`config.mk`:
```
export PLATFORM = sky130hd
export DESIGN_NAME = crc16_bytewise_configurable
export DESIGN_NICKNAME = d
export VERILOG_FILES = /design/src/design/c16b_pkg.sv /design/src/design/c16b_apb_regs.sv /design/src/design/c16b_fold.sv /design/src/design/crc16_bytewise_configurable.sv
export SDC_FILE = /design/constraint.sdc
export NUM_CORES = 1
export LEC_CHECK = 0
export ABC_AREA = 1
export BUFFER_PORTS_ARGS = -buffer_cell sky130_fd_sc_hd__buf_2
export CELL_PAD_IN_SITES_DETAIL_PLACEMENT = 0
export CELL_PAD_IN_SITES_GLOBAL_PLACEMENT = 1
export CORE_MARGIN = 1.5
export CORE_UTILIZATION = 38
export DETAILED_ROUTE_END_ITERATION = 8
export PLACE_DENSITY_LB_ADDON = 0.1
export SYNTH_ARGS = -nofsm -noshare
export SYNTH_HDL_FRONTEND = slang
export SYNTH_SLANG_ARGS = --single-unit
```
`constraint.sdc`:
```
create_clock -name clk -period 2.96 [get_ports clk]
set_input_delay 0.592 -clock clk [delete_from_list [all_inputs] [get_ports clk]]
set_output_delay 0.592 -clock clk [all_outputs]
set_load 0.005 [all_outputs]
```
`src/design/c16b_pkg.sv`:
```
// Package: shared types, constants and helpers for the byte-wise CRC-16 block.
`timescale 1ns / 1ps
package c16b_pkg;

  localparam int unsigned CrcW  = 16;
  localparam int unsigned ByteW = 8;
  localparam int unsigned DataW = 32;
  localparam int unsigned AddrW = 4;

  typedef enum logic [1:0] {
    VAR_CCITT_ONES = 2'd0,
    VAR_CCITT_ZERO = 2'd1,
    VAR_CCITT_MOD  = 2'd2,
    VAR_CRC16      = 2'd3
  } c16b_variant_t;

  typedef enum logic [1:0] {
    REG_VARIANT   = 2'd0,
    REG_LSB_FIRST = 2'd1,
    REG_INVERT    = 2'd2,
    REG_NONE      = 2'd3
  } c16b_reg_idx_t;

  typedef struct packed {
    c16b_variant_t variant;
    logic          lsb_first;
    logic          invert_result;
  } c16b_cfg_t;

  localparam logic [CrcW-1:0] PolyCcitt     = 16'h1021;
  localparam logic [CrcW-1:0] PolyCrc16     = 16'h8005;
  localparam logic [CrcW-1:0] PolyCcittRefl = 16'h8408;
  localparam logic [CrcW-1:0] PolyCrc16Refl = 16'hA001;
  localparam logic [CrcW-1:0] StartOnes     = 16'hFFFF;
  localparam logic [CrcW-1:0] StartMod      = 16'h1D0F;
  localparam logic [CrcW-1:0] StartModRefl  = 16'hF0B8;
  localparam logic [CrcW-1:0] StartZero     = 16'h0000;
  localparam logic [CrcW-1:0] InvertMask    = 16'hFFFF;

  function automatic logic [CrcW-1:0] start_value(input c16b_cfg_t cfg);
    logic [CrcW-1:0] s;
    case (cfg.variant)
      VAR_CCITT_ONES: s = StartOnes;
      VAR_CCITT_MOD:  s = cfg.lsb_first ? StartModRefl : StartMod;
      default:        s = StartZero;
    endcase
    return s;
  endfunction

endpackage

```
`src/design/c16b_apb_regs.sv`:
```
// Configuration register file behind an APB-style port.
`timescale 1ns / 1ps
module c16b_apb_regs
  import c16b_pkg::*;
(
  input  logic             clk,
  input  logic             rst_n,
  input  logic             psel,
  input  logic             penable,
  input  logic             pwrite,
  input  logic [AddrW-1:0] paddr,
  input  logic [DataW-1:0] pwdata,
  output logic [DataW-1:0] prdata,
  output logic             pready,
  output c16b_cfg_t        cfg
);

  c16b_cfg_t     cfg_r, cfg_nxt;
  c16b_reg_idx_t idx;
  logic          wr_en;

  assign pready = 1'b1;
  assign idx    = c16b_reg_idx_t'(paddr[AddrW-1:2]);
  assign wr_en  = psel && penable && pwrite;

  always_comb begin
    cfg_nxt = cfg_r;
    if (wr_en) begin
      case (idx)
        REG_VARIANT:   cfg_nxt.variant       = c16b_variant_t'(pwdata[1:0]);
        REG_LSB_FIRST: cfg_nxt.lsb_first     = pwdata[0];
        REG_INVERT:    cfg_nxt.invert_result = pwdata[0];
        default:       cfg_nxt = cfg_r;
      endcase
    end
  end

  always_comb begin
    case (idx)
      REG_VARIANT:   prdata = {{(DataW-2){1'b0}}, cfg_r.variant};
      REG_LSB_FIRST: prdata = {{(DataW-1){1'b0}}, cfg_r.lsb_first};
      REG_INVERT:    prdata = {{(DataW-1){1'b0}}, cfg_r.invert_result};
      default:       prdata = '0;
    endcase
  end

  always_ff @(posedge clk) begin
    if (!rst_n) begin
      cfg_r <= '{variant: VAR_CCITT_ONES, lsb_first: 1'b0, invert_result: 1'b0};
    end else begin
      cfg_r <= cfg_nxt;
    end
  end

  assign cfg = cfg_r;

endmodule

```
`src/design/c16b_fold.sv`:
```
// Combinational 8-bit unrolled CRC-16 update, MSB-first or reflected.
`timescale 1ns / 1ps
module c16b_fold
  import c16b_pkg::*;
(
  input  logic [CrcW-1:0]  crc_in,
  input  logic [ByteW-1:0] data,
  input  c16b_cfg_t        cfg,
  output logic [CrcW-1:0]  crc_out
);

  always_comb begin
    logic [CrcW-1:0] c;
    logic [CrcW-1:0] poly;
    if (cfg.lsb_first) begin
      poly = (cfg.variant == VAR_CRC16) ? PolyCrc16Refl : PolyCcittRefl;
      c    = crc_in ^ {{(CrcW-ByteW){1'b0}}, data};
      for (int k = 0; k < ByteW; k++) begin
        c = c[0] ? ((c >> 1) ^ poly) : (c >> 1);
      end
    end else begin
      poly = (cfg.variant == VAR_CRC16) ? PolyCrc16 : PolyCcitt;
      c    = crc_in ^ {data, {(CrcW-ByteW){1'b0}}};
      for (int k = 0; k < ByteW; k++) begin
        c = c[CrcW-1] ? ((c << 1) ^ poly) : (c << 1);
      end
    end
    crc_out = c;
  end

endmodule

```
`src/design/crc16_bytewise_configurable.sv`:
```
// Top level: byte-wise configurable CRC-16 engine with valid/stall channels.
`timescale 1ns / 1ps
// Takes one message byte per transaction and folds it into a 16-bit running
// CRC (CCITT 0x1021 or CRC-16 0x8005, MSB-first or reflected LSB-first, as
// the configuration registers select). A transaction with end_of_message set
// closes the message and produces one result transaction carrying the
// finished CRC, optionally inverted; a bare end marker (byte_present low)
// closes a message too, including an empty one. Transactions with neither
// flag set are dropped. Throughput is one transaction per clock while the
// result channel is not stalled: the input register feeds a combinational
// 8-bit unrolled update whose output lands in the running CRC register and,
// on message end, in the result register. Result valid rises when the
// closing transaction passes into the free result register. Registers at
// byte addresses 0x0 (variant), 0x4 (lsb_first) and 0x8 (invert_result);
// change them only while no transaction is in flight.
module crc16_bytewise_configurable
  import c16b_pkg::*;
(
  input  logic             clk,
  input  logic             rst_n,
  // input channel
  input  logic             in_valid,
  output logic             in_stall,
  input  logic [ByteW-1:0] in_data_byte,
  input  logic             in_byte_present,
  input  logic             in_end_of_message,
  // result channel
  output logic             out_valid,
  input  logic             out_stall,
  output logic [CrcW-1:0]  out_crc_value,
  // configuration port
  input  logic             cfg_psel,
  input  logic             cfg_penable,
  input  logic             cfg_pwrite,
  input  logic [AddrW-1:0] cfg_paddr,
  input  logic [DataW-1:0] cfg_pwdata,
  output logic [DataW-1:0] cfg_prdata,
  output logic             cfg_pready
);

  c16b_cfg_t cfg;

  c16b_apb_regs u_regs (
    .clk     (clk),
    .rst_n   (rst_n),
    .psel    (cfg_psel),
    .penable (cfg_penable),
    .pwrite  (cfg_pwrite),
    .paddr   (cfg_paddr),
    .pwdata  (cfg_pwdata),
    .prdata  (cfg_prdata),
    .pready  (cfg_pready),
    .cfg     (cfg)
  );

  // Input register stage.
  logic             s1_valid_r, s1_valid_nxt;
  logic [ByteW-1:0] s1_byte_r;
  logic             s1_present_r;
  logic             s1_eom_r;

  // Running state and result register.
  logic [CrcW-1:0]  crc_r, crc_nxt;
  logic             inside_r, inside_nxt;
  logic             out_valid_r, out_valid_nxt;
  logic [CrcW-1:0]  out_crc_r, out_crc_nxt;

  logic             advance;
  logic             in_take;
  logic             active;
  logic [CrcW-1:0]  base_crc;
  logic [CrcW-1:0]  folded_crc;
  logic [CrcW-1:0]  msg_crc;

  // The input stage moves on whenever the result register is free or drains.
  assign advance  = !out_valid_r || !out_stall;
  assign in_stall = s1_valid_r && !advance;
  assign in_take  = in_valid && !in_stall;

  // Idle items (no byte, no end) leave the state untouched.
  assign active   = s1_valid_r && advance && (s1_present_r || s1_eom_r);
  // First item of a message starts from the variant's start value.
  assign base_crc = inside_r ? crc_r : start_value(cfg);

  c16b_fold u_fold (
    .crc_in  (base_crc),
    .data    (s1_byte_r),
    .cfg     (cfg),
    .crc_out (folded_crc)
  );

  assign msg_crc = s1_present_r ? folded_crc : base_crc;

  always_comb begin
    s1_valid_nxt = s1_valid_r;
    if (in_take) begin
      s1_valid_nxt = 1'b1;
    end else if (advance) begin
      s1_valid_nxt = 1'b0;
    end
  end

  always_comb begin
    crc_nxt       = crc_r;
    inside_nxt    = inside_r;
    out_crc_nxt   = out_crc_r;
    out_valid_nxt = out_valid_r && out_stall;
    if (active) begin
      crc_nxt    = msg_crc;
      inside_nxt = !s1_eom_r;
      if (s1_eom_r) begin
        out_valid_nxt = 1'b1;
        out_crc_nxt   = cfg.invert_result ? (msg_crc ^ InvertMask) : msg_crc;
      end
    end
  end

  always_ff @(posedge clk) begin
    if (!rst_n) begin
      s1_valid_r  <= 1'b0;
      crc_r       <= '0;
      inside_r    <= 1'b0;
      out_valid_r <= 1'b0;
    end else begin
      s1_valid_r  <= s1_valid_nxt;
      crc_r       <= crc_nxt;
      inside_r    <= inside_nxt;
      out_valid_r <= out_valid_nxt;
    end
  end

  // Payload registers: load on acceptance, hold otherwise.
  always_ff @(posedge clk) begin
    if (in_take) begin
      s1_byte_r    <= in_data_byte;
      s1_present_r <= in_byte_present;
      s1_eom_r     <= in_end_of_message;
    end
    out_crc_r <= out_crc_nxt;
  end

  assign out_valid     = out_valid_r;
  assign out_crc_value = out_crc_r;

endmodule
```
==> parameters.txt, run 1 <==
Parameter                              Value

Yosys
  Post-synthesis register bit count ... 49
  Syn Std Cell Area ... 4189 um^2
  Share of the yosys chip area belonging to registers ... 29.63%
  Fraction of registers with async set/reset ... 0%
  Most common flop cell mapped by yosys ... edfxtp_1
  Number of instances in the synthesized netlist ... 617
  Number of synthesis warnings ... 0
  Count of distinct cell types in the synthesized netlist ... 39
  Number of enable-type register cells in the synthesized netlist ... 26
  Post-Syn Area per Cell ... 6.789 um^2

Route
  Number of search-and-repair iterations in the first detailed-routing pass ... 4
  Residual DRC count ... 0
  Via density ... 4.830
  Detailed-route via count ... 4265
  Detailed-route wire length per cell ... 14.68 um
  Iteration-0 DRC Markers ... 255
  Total Routed Length ... 12960 um
  ANT nets after route ... 0

Global routing
  First-pass GRT wire length ... 19260 um
  Total routing resource utilization after global routing ... 21.69%
  Residual overflow from global routing ... 0
  Largest net degree at the start of global routing ... 30
  Number of global-route vias before repair ... 3710
  Number of antenna violations at the first check in global routing ... 0

Layout
  Area growth from synthesis to layout ... 31.75%
  Seq. cell area ... 1251 um^2
  Most frequent standard cell in the layout excluding fill and tap cells ... nand2_1
  Antenna diode instance count ... 0
  Share of layout cells above drive strength 1 ... 31.90%
  Footprint of the multi-input gates ... 2680 um^2
  Commonest cells after routing, fill and taps aside ... 126 x nand2_1, 98 x buf_4, 80 x inv_1
  Number of filler instances in the final layout ... 1119
  Cell area after layout ... 5519 um^2
  Layout net count ... 795

Worst setup path
  Setup Crit Path Kind ... reg2reg
  Cell with the largest stage delay on the worst path ... dfxtp_4
  Type of element launching the critical path ... flip-flop
  CP endpoint kind ... flip-flop
  Data arrival, critical path ... 2.93 ns
  Cell occurring most often along the worst timing path ... nand2_2
  Crit path required time ... 3.01 ns
  Worst stage delay on the critical path ... 0.43 ns
  Top fanout value on the critical path ... 8
  Cells along the critical path ... inv_8 > nand2_8 > buf_4 > nand4_1 > nand2_2 > buf_4 > nand3_1 > nand2_2 > nand2_2 > nand2_2 > nand2_1 > nand3_2 > nand2_1 > nand2_2 > nand2_4 > o211ai_1 > o21ai_1 > xor2_1

STA
  Max_slew headroom ... 56.31%
  RSZ-0062 raised after global routing ... yes
  Setup-failing EPs final ... 0
  Final worst-path cycle share ... 97.00%
  Maximum clock frequency ... 348.3 MHz
  Endpoints failing hold ... 0
  Clock skew ... 0.01621 ns
  Pins over their slew limit ... 0
  Shortest clock period the worst path allows after layout ... 2.871 ns
  Transition time of the tightest slew-check pin ... 0.6547 ns

Pwr
  VDD IR max ... 0.0002815 V
  Portion of total power attributed to combinational logic ... 48.6%
  Part of the total power dissipated in the clock network ... 18.6%
  Total power ... 2.405 mW
  Internal power ... 1.461 mW
  Seq pwr share ... 32.8%
  Net switching component of the power ... 943.9 uW
  Switching Fraction ... 39.25%
  Power density relative to cell area ... 435.7 nW/um^2
  Leakage power of the design ... 2.818 nW

Hold path
  Min-delay worst type ... in2reg

Place
  Half-perimeter wire length after placement ... 9990 um
  Instance area at placement ... 4935 um^2
  Final weighted congestion in routability-driven placement ... 0.9919
  Number of buffers added on ports ... 40

Run status
  Status ... completed

Die
  Core outline area ... 10790 um^2
  Die Y-Extent ... 108.0 um
  Placement row count ... 38
  Chip Width ... 108.0 um
  Total I/O pin count ... 104
  Die Area ... 11660 um^2
  Starting density of the core ... 38.81%

Clocking
  Cell chosen for the clock root ... clkbuf_8
  Clock slew at reported path FFs ... 0.10 ns
  Sinks on Clock Net ... 49
  CTS tree ... yes
  Number of buffers inserted by hold repair at cts ... 0
  Number of clock buffers inserted by TritonCTS ... 5
  H-tree depth reported by CTS ... 2
  Skew-Pair Late Insertion Delay ... 0.30 ns
  Worst-case clock buffer depth ... 2

Run
  MaxCap Viol Count ... 0
[state kept, by name (all words and copies together), names as in the netlist]
name           count
crc_r             16
out_crc_value     16
s1_byte_r          8
u_regs.cfg         4
inside_r           1
out_valid          1
s1_eom_r           1
s1_present_r       1
s1_valid_r         1
[per-stage QoR]
step | hold slack [ns] | util, % | TNS (ns) | setup WS [ns] | instances
finish | 0.4753 | 51.14 | 0 | 0.08886 | 883
global route | 0.4602 | 51.14 | -0.4209 | -0.06632 | 883
CTS | 0.4652 | 47.37 | 0 | 0.003547 | 866
detailed placement | 0.5450 | 45.72 | -1.808 | -0.1797 | 855
global placement | 0.5386 | 45.72 | -1.446 | -0.1635 | 855
floorplan | 0.5099 | - | 0 | 0.4449 | 646
[layout make-up]
cell class	instances	area share (%)
clock inverter	1	0.09068
sequential	49	22.67
tap	140	3.174
inverter	84	5.940
clock buffer	7	1.768
multi-input combinational	461	48.56
timing repair buffer	141	17.80
[cell usage after synthesis, types with 5 or more instances]
master	count	area, um^2
edfxtp_1	26	780.8
xor2_1	29	254.0
nand3_2	11	110.1
a21oi_1	40	200.2
nand2_1	142	533.0
xnor2_1	5	43.79
o21ai_0	42	210.2
dfxtp_1	23	460.4
inv_1	82	307.8
buf_4	32	240.2
nand3_1	80	400.4
nand4_1	11	68.82
clkbuf_1	10	37.54
nor2_1	22	82.58
buf_2	6	30.03
nand2_2	11	68.82
[power groups by stage]
stage	Clock, mW	Combinational (mW)	Sequential [mW]
floorplan	0	0.673	0.797
global placement	0	1.02	0.801
detailed placement	0	1.03	0.802
CTS	0.458	1.05	0.787
global route	0.480	1.30	0.793
finish	0.447	1.17	0.790
[final timing paths]
| kind | startpoint | to | slack [ns] | depth (start not counted) |
|---|---|---|---|---|
| worst max-delay path | inside_r | out_crc_value[14] | 0.09 | 18 |
| worst min-delay path | in_data_byte[6] | s1_byte_r[6] | 0.48 | 1 |
| worst max register to register | inside_r | out_crc_value[14] | 0.09 | 18 |
| worst min register to register | crc_r[1] | crc_r[1] | 0.56 | 4 |
[what timing repair did]
item / in CTS / in global routing
endpoints found under the setup margin: 17 / 25
pin swaps: 2 / 14
resized for setup: 11 / 65
cloned: 0 / 2
buffers inserted: 3 / 15
[metal layers]
layer	vias to the layer above	GRT usage [%]	part of all wire [%]
li1	2210	-	-
met1	1933	29.43	46
met5	-	0	0
met3	14	2.652	4.4
met2	108	36.71	48
met4	0	5.169	1.6
[kinds of logic after synthesis]
kind of cell | after synthesis | synth area share, %
buf+inv | 138 | 16.22
simple gates | 290 | 32.23
compound gates | 100 | 13.08
other cells | 2 | 0.1793
xor+xnor | 38 | 8.662
flops | 49 | 29.63
[worst max-delay path: cells and delay by family (launching register included)]
family	cells	cell delay, ns
AO/OA/AOI/OAI	2	0.44
XOR/XNOR	1	0.17
buffers and inverters	3	0.29
flip-flops	1	0.43
AND/OR/NAND/NOR	12	1.31
(Power assumes the default switching activity.)
==> run 2: changes to the inputs <==
--- a/config.mk
+++ b/config.mk
@@ -8,8 +8,8 @@
 export ABC_AREA = 1
 export BUFFER_PORTS_ARGS = -buffer_cell sky130_fd_sc_hd__buf_2
-export CELL_PAD_IN_SITES_DETAIL_PLACEMENT = 0
-export CELL_PAD_IN_SITES_GLOBAL_PLACEMENT = 1
+export CELL_PAD_IN_SITES_DETAIL_PLACEMENT = 1
+export CELL_PAD_IN_SITES_GLOBAL_PLACEMENT = 2
 export CORE_MARGIN = 1.5
-export CORE_UTILIZATION = 38
+export CORE_UTILIZATION = 29
 export DETAILED_ROUTE_END_ITERATION = 8
 export PLACE_DENSITY_LB_ADDON = 0.1
==> constraint.sdc (replaced) <==
create_clock -name clk -period 2.96 [get_ports clk]
set_input_delay 0.444 -clock clk [delete_from_list [all_inputs] [get_ports clk]]
set_output_delay 0.444 -clock clk [all_outputs]
set_load 0.005 [all_outputs]
==> run 2 against run 1 <==
Critical endpoint unchanged. Clock skew down 0.0085 ns. Critical path depth down 2. Worst setup slack worse by 0.029 ns. Sequential cell count unchanged. Fmax down 1.0%. Sequential share of layout area down 1.4 points.
==> parameters.txt, run 2 (synthesis gave the netlist of run 1 again) <==
Parameter                              Value

Worst setup path
  CP endpoint kind ... flip-flop
  Cells along the critical path ... clkinv_8 > buf_8 > o21ai_4 > xor2_2 > xor2_1 > nand3_2 > nand2_4 > nand2_4 > nand3_4 > nand2_4 > nand2_4 > nand2_4 > buf_4 > o211ai_1 > o21ai_2 > xor2_1
  Crit path required time ... 2.99 ns (-0.02 ns)
  Worst stage delay on the critical path ... 0.40 ns (-0.03 ns)
  Setup Crit Path Kind ... reg2reg
  Cell with the largest stage delay on the worst path ... dfxtp_4
  Cell occurring most often along the worst timing path ... nand2_4
  Type of element launching the critical path ... flip-flop
  Top fanout value on the critical path ... 7 (-1)
  Data arrival, critical path ... 2.94 ns (about the same)

Clocking
  Cell chosen for the clock root ... clkbuf_16
  Number of clock buffers inserted by TritonCTS ... 5 (unchanged)
  Clock slew at reported path FFs ... 0.07 ns (-0.03 ns)
  Skew-Pair Late Insertion Delay ... 0.30 ns (about the same)
  Sinks on Clock Net ... 49 (unchanged)
  Number of buffers inserted by hold repair at cts ... 0 (unchanged)
  H-tree depth reported by CTS ... 2 (unchanged)
  CTS tree ... yes
  Worst-case clock buffer depth ... 2 (unchanged)

Place
  Half-perimeter wire length after placement ... 12030 um (+20%)
  Final weighted congestion in routability-driven placement ... 0.8567 (-14%)
  Number of buffers added on ports ... 40 (unchanged)
  Worst slack at placement ... -0.1596 ns (+0.02013 ns)
  Instance area at placement ... 4960 um^2 (+0.51%)

STA
  RSZ-0062 raised after global routing ... yes
  Pins over their slew limit ... 0 (unchanged)
  Max_slew headroom ... 52.05% (-4.3 points)
  Endpoints failing hold ... 0 (unchanged)
  Final worst-path cycle share ... 97.99% (+1.0 points)
  Setup-failing EPs final ... 0 (unchanged)
  Shortest clock period the worst path allows after layout ... 2.901 ns (+0.02949 ns)
  Transition time of the tightest slew-check pin ... 0.7184 ns (+0.06371 ns)
  Clock skew ... 0.007740 ns (-0.008467 ns)
  Maximum clock frequency ... 344.8 MHz (-1.0%)
  Min setup slack post-route ... 0.05937 ns (-0.02949 ns)
  Worst slack on hold paths ... 0.3123 ns (-0.1630 ns)

Pwr
  Leakage power of the design ... 2.914 nW (+3.4%)
  Power density relative to cell area ... 468.8 nW/um^2 (+7.6%)
  VDD IR max ... 0.0002384 V (-15%)
  Total power ... 2.754 mW (+15%)

Hold path
  Min-delay worst type ... in2reg

Die
  Chip Width ... 123.2 um (+14%)
  Placement row count ... 43 (+13%)
  Starting density of the core ... 29.95% (-8.9 points)
  Die Y-Extent ... 123.2 um (+14%)
  Core outline area ... 13990 um^2 (+30%)
  Total I/O pin count ... 104 (unchanged)
  Die Area ... 15170 um^2 (+30%)

Global routing
  Total routing resource utilization after global routing ... 20.31% (-1.4 points)
  Largest net degree at the start of global routing ... 30 (unchanged)
  First-pass GRT wire length ... 23540 um (+22%)
  Residual overflow from global routing ... 0 (unchanged)
  Number of global-route vias before repair ... 4487 (+21%)
  Number of antenna violations at the first check in global routing ... 0 (unchanged)

Layout
  Area growth from synthesis to layout ... 40.23%
  Commonest cells after routing, fill and taps aside ... 106 x nand2_1, 95 x buf_4, 80 x inv_1
  Antenna diode instance count ... 0 (unchanged)
  Util after Layout ... 41.99% (-9.1 points)
  Share of layout cells above drive strength 1 ... 37.11% (+5.2 points)
  Layout net count ... 793 (-0.25%)
  Most frequent standard cell in the layout excluding fill and tap cells ... nand2_1
  Cell area after layout ... 5874 um^2 (+6.4%)

Route
  Residual DRC count ... 0 (unchanged)
  Detailed-route wire length per cell ... 17.07 um (+16%)
  Number of search-and-repair iterations in the first detailed-routing pass ... 4 (unchanged)
  Detailed-route via count ... 4481 (+5.1%)
  Iteration-0 DRC Markers ... 202 (-21%)
  ANT nets after route ... 0 (unchanged)
  Total Routed Length ... 15720 um (+21%)
  Via density ... 4.865 (+0.73%)

Run status
  Status ... completed

Run
  MaxCap Viol Count ... 0 (unchanged)
## run 2: cell count changes in the layout (fill, tap and decap cells not counted), sizes merged
| cell | before | now |
|---|---|---|
| inv | 83 | 85 |
| clkbuf | 7 | 5 |
| buf | 141 | 139 |
## run 2: worst max-delay path, delay by kind of cell (launching register included)
family	cells	cell delay [ns]
compound gates	3	0.53
xor+xnor	3	0.58
buf+inv	3	0.42
simple gates	7	0.69
flops	1	0.40
## run 2: worst paths after layout
kind                     startpoint                 to  slack [ns]  cells after the start
setup / recovery           inside_r  out_crc_value[14]        0.06                     16
hold / removal    in_end_of_message           s1_eom_r        0.31                      1
setup reg to reg           inside_r  out_crc_value[14]        0.06                     16
hold reg to reg            crc_r[4]           crc_r[4]        0.57                      4
## run 2: through the flow
stage,std cells,TNS (ns)
finish,921,0
global route,921,-1.005
CTS,905,-0.001742
detailed placement,890,-1.880
global placement,890,-0.8478
floorplan,646,0
## run 2: report_power, final
group | switching (mW) | leakage [nW] | internal (mW)
clock | 0.284 | 0.0763 | 0.324
sequential | 0.0260 | 0.434 | 0.765
combinational | 0.810 | 2.40 | 0.545
## run 2: what timing repair did
action,4_1_cts,5_1_grt
setup endpoints to repair,23,26
resized for setup,22,117
gates cloned,1,1
pin swaps,2,30
setup buffers,6,15
## run 2: area by class of cell
class                   instances  area, um^2
flip-flops and latches         49        1251
well taps                     180       225.2
fillers                      1801        8114
repair buffers                139       979.7
clock buffers                   5       125.1
multi-input cells             461        2934
inverters                      84       330.3
clock inverters                 3       28.78
## run 2: layer usage
metal	track usage, %	routed length (um)	vias up
met2	37.05	8130	86
li1	-	-	2203
met4	4.239	261	0
met5	0	0	-
met1	25.81	6842	2176
met3	2.122	485	16
==> run 3: changes to the inputs <==
- ABC_AREA: 1 -> default
- CORE_UTILIZATION: 29 -> 32
==> run 3 against run 2 <==
Fmax decreased by 0.59%. Clock skew up 0.0051 ns. Global-route usage shrank 1.5 points. Sequential power barely moved. Synthesized area down 6.3%. Largest power group unchanged. Highest routed layer unchanged. Combinational power shrank 31%.
==> parameters.txt, run 3 <==
Parameter                              Value

Run
  MaxCap Viol Count ... 0 (unchanged)

STA
  Pins over their slew limit ... 0 (unchanged)
  Fin Setup TNS ... 0 ns (unchanged)
  Worst slack on hold paths ... 0.3149 ns (+0.002581 ns)
  Maximum clock frequency ... 342.7 MHz (-0.59%)
  Setup-failing EPs final ... 0 (unchanged)
  Shortest clock period the worst path allows after layout ... 2.918 ns (+0.01735 ns)
  Max_slew headroom ... 56.76% (+4.7 points)
  Endpoints failing hold ... 0 (unchanged)
  Transition time of the tightest slew-check pin ... 0.6479 ns (-0.07048 ns)
  Clock skew ... 0.01287 ns (+0.005126 ns)
  RSZ-0062 raised after global routing ... yes
  Final worst-path cycle share ... 98.58% (+0.59 points)

Layout
  Most frequent standard cell in the layout excluding fill and tap cells ... buf_4
  Cell area after layout ... 4861 um^2 (-17%)
  Antenna diode instance count ... 0 (unchanged)
  Commonest cells after routing, fill and taps aside ... 67 x buf_4, 54 x nand2_1, 41 x xnor2_1
  Area growth from synthesis to layout ... 23.88%
  Share of layout cells above drive strength 1 ... 32.54% (-4.6 points)
  Filler-free cell count of the finished design ... 654 (-29%)
  Layout net count ... 559 (-30%)

Place
  Half-perimeter wire length after placement ... 9117 um (-24%)
  Cells after DPL ... 639 (-28%)
  Number of buffers added on ports ... 40 (unchanged)
  Final weighted congestion in routability-driven placement ... 0.8379 (-2.2%)
  Instance area at placement ... 4537 um^2 (-8.5%)

Global routing
  Residual overflow from global routing ... 0 (unchanged)
  Total routing resource utilization after global routing ... 18.80% (-1.5 points)
  Largest net degree at the start of global routing ... 31 (+3.3%)
  First-pass GRT wire length ... 18110 um (-23%)
  Number of global-route vias before repair ... 3263 (-27%)
  Number of antenna violations at the first check in global routing ... 0 (unchanged)

Yosys
  Cell type contributing the most total cell area after synthesis ... edfxtp_1
  Number of instances in the synthesized netlist ... 414 (-33%)
  Number of synthesis warnings ... 0 (unchanged)
  Fraction of registers with async set/reset ... 0% (unchanged)
  Number of enable-type register cells in the synthesized netlist ... 26 (unchanged)
  Post-synthesis register bit count ... 49 (unchanged)
  Yosys top cell area share ... 19.90% (+1.3 points)
  Largest cells by area after synthesis ... edfxtp_1 20%, dfxtp_1 12%, xnor2_1 10%
  Top cells by count, synth ... 54 x nand2_1, 47 x xnor2_1, 32 x buf_4, 27 x xor2_1, 26 x edfxtp_1
  Share of the yosys chip area belonging to registers ... 31.63% (+2.0 points)
  Most used standard cell by instance count after synthesis ... nand2_1
  Post-Syn Area per Cell ... 9.478 um^2 (+40%)
  Count of distinct cell types in the synthesized netlist ... 63 (+62%)
  Syn Std Cell Area ... 3924 um^2 (-6.3%)
  Most common flop cell mapped by yosys ... edfxtp_1

Die
  Core outline area ... 11960 um^2 (-14%)
  Die Area ... 12930 um^2 (-15%)
  Die Y-Extent ... 113.7 um (-7.7%)
  Starting density of the core ... 32.80% (+2.9 points)
  Total I/O pin count ... 104 (unchanged)
  Chip Width ... 113.7 um (-7.7%)
  Placement row count ... 40 (-7.0%)

Route
  Total Routed Length ... 11540 um (-27%)
  Iteration-0 DRC Markers ... 116 (-43%)
  Detailed-route wire length per cell ... 17.64 um (+3.4%)
  Number of search-and-repair iterations in the first detailed-routing pass ... 4 (unchanged)
  Detailed-route via count ... 3127 (-30%)
  Residual DRC count ... 0 (unchanged)
  Via density ... 4.781 (-1.7%)
  ANT nets after route ... 0 (unchanged)

Worst setup path
  Worst R2R Path Depth ... 10 (-6)
  Worst stage delay on the critical path ... 0.39 ns (about the same)
  Crit path required time ... 3.02 ns (+0.03 ns)
  Buf+Inv Stages, Crit Path ... 0 (-3)
  Cells along the critical path ... or2_4 > o21ai_4 > xor2_4 > xnor3_1 > xor3_1 > o21ai_1 > xor2_1 > a22oi_2 > a21oi_2 > xor2_1
  Setup Crit Path Kind ... reg2reg
  Family of cells with the greatest summed delay on the critical path ... XOR/XNOR gates
  Cell occurring most often along the worst timing path ... xor2_1
  Top fanout value on the critical path ... 6 (-1)
  CP endpoint kind ... flip-flop
  Reg-to-reg endpoint ... out_crc_value[15]
  Type of element launching the critical path ... flip-flop
  Worst R2R Setup Slack ... 0.04 ns (-0.02 ns)
  Cell with the largest stage delay on the worst path ... xor3_1
  Worst reg2reg path startpoint ... u_regs.cfg[2]
  Worst setup path start ... u_regs.cfg[2]
  Data arrival, critical path ... 2.98 ns (+0.04 ns)
  Endpoint of the worst setup timing path ... out_crc_value[15]
  Path length in cells of the critical path ... 10 (-6)

Clocking
  Skew-Pair Late Insertion Delay ... 0.31 ns (about the same)
  H-tree depth reported by CTS ... 2 (unchanged)
  Clock slew at reported path FFs ... 0.07 ns (about the same)
  Cell chosen for the clock root ... clkbuf_16
  Worst-case clock buffer depth ... 2 (unchanged)
  Number of clock buffers inserted by TritonCTS ... 5 (unchanged)
  CTS tree ... yes
  Sinks on Clock Net ... 49 (unchanged)

Pwr
  Leakage power of the design ... 1.987 nW (-32%)
  Power density relative to cell area ... 480.0 nW/um^2 (+2.4%)
  VDD IR max ... 0.0002598 V (+8.9%)
  Total power ... 2.333 mW (-15%)

Hold path
  Min-delay worst type ... in2reg

Run status
  Status ... completed
## run 3: changes by cell type after synthesis, sizes merged, moves of 7 or more
cell / change
o211ai: +12
a21oi: -28
a21o: +7
o21ai: -13
mux2i: +9
xnor2: +49
a21boi: +8
nand4: -10
inv: -78
nand2: -101
nand3: -88
## run 3: cell families (layout without fill, tap and decap cells)
family	Yosys count	count (layout)	share of synthesized area, %
xor+xnor	92	92	25.38
simple gates	99	99	11.70
mux	12	12	3.252
compound gates	102	102	18.56
other cells	2	31	0.1914
flops	49	49	31.63
buf+inv	58	122	9.279
## run 3: power breakdown
group | internal (mW) | total, mW | switching [mW]
clock network | 0.338 | 0.606 | 0.268
registers | 0.761 | 0.793 | 0.0315
logic | 0.479 | 0.934 | 0.455
total | 1.58 | 2.33 | 0.755
## run 3: layer usage
layer / wire, um / global-route usage, % / vias to the layer above
met5: 0 / 0 / -
met4: 164 / 4.333 / 0
met3: 318 / 3.560 / 11
met2: 5807 / 32.65 / 45
met1: 5249 / 24.23 / 1533
li1: - / - / 1538
## run 3: what timing repair did
item | CTS | global route
pin swaps | 1 | 17
gates resized for setup | 8 | 17
setup endpoints to repair | 7 | 6
hold buffers | 0 | 0
buffers inserted | 0 | 7
## run 3: worst min-delay path by stage
stage	startpoint	to	slack, ns	cells after the start
floorplan	crc_r[1]	crc_r[1]	0.44	2
global placement	crc_r[4]	crc_r[4]	0.46	2
detailed placement	crc_r[9]	crc_r[9]	0.47	2
CTS	in_data_byte[3]	s1_byte_r[3]	0.30	1
global route	in_data_byte[5]	s1_byte_r[5]	0.30	1
finish	in_data_byte[1]	s1_byte_r[1]	0.31	1
## run 3: final cells by class
type	count	area [um^2]
Multi-Input combinational cell	336	2531
Clock buffer	7	142.6
Sequential cell	49	1252
Timing Repair Buffer	109	725.7
Clock inverter	1	6.256
Inverter	5	18.77
Fill cell	1386	7101
Tap cell	147	183.9
## run 3: stage by stage
| stage | worst slack, ns | util [%] |
|---|---|---|
| 2_1_floorplan | 0.2472 | - |
| 3_3_place_gp | -0.08802 | 37.93 |
| 3_5_place_dp | -0.1365 | 37.93 |
| 4_1_cts | 0.02362 | 39.48 |
| 5_1_grt | -0.06543 | 40.64 |
| 6_report | 0.04202 | 40.64 |
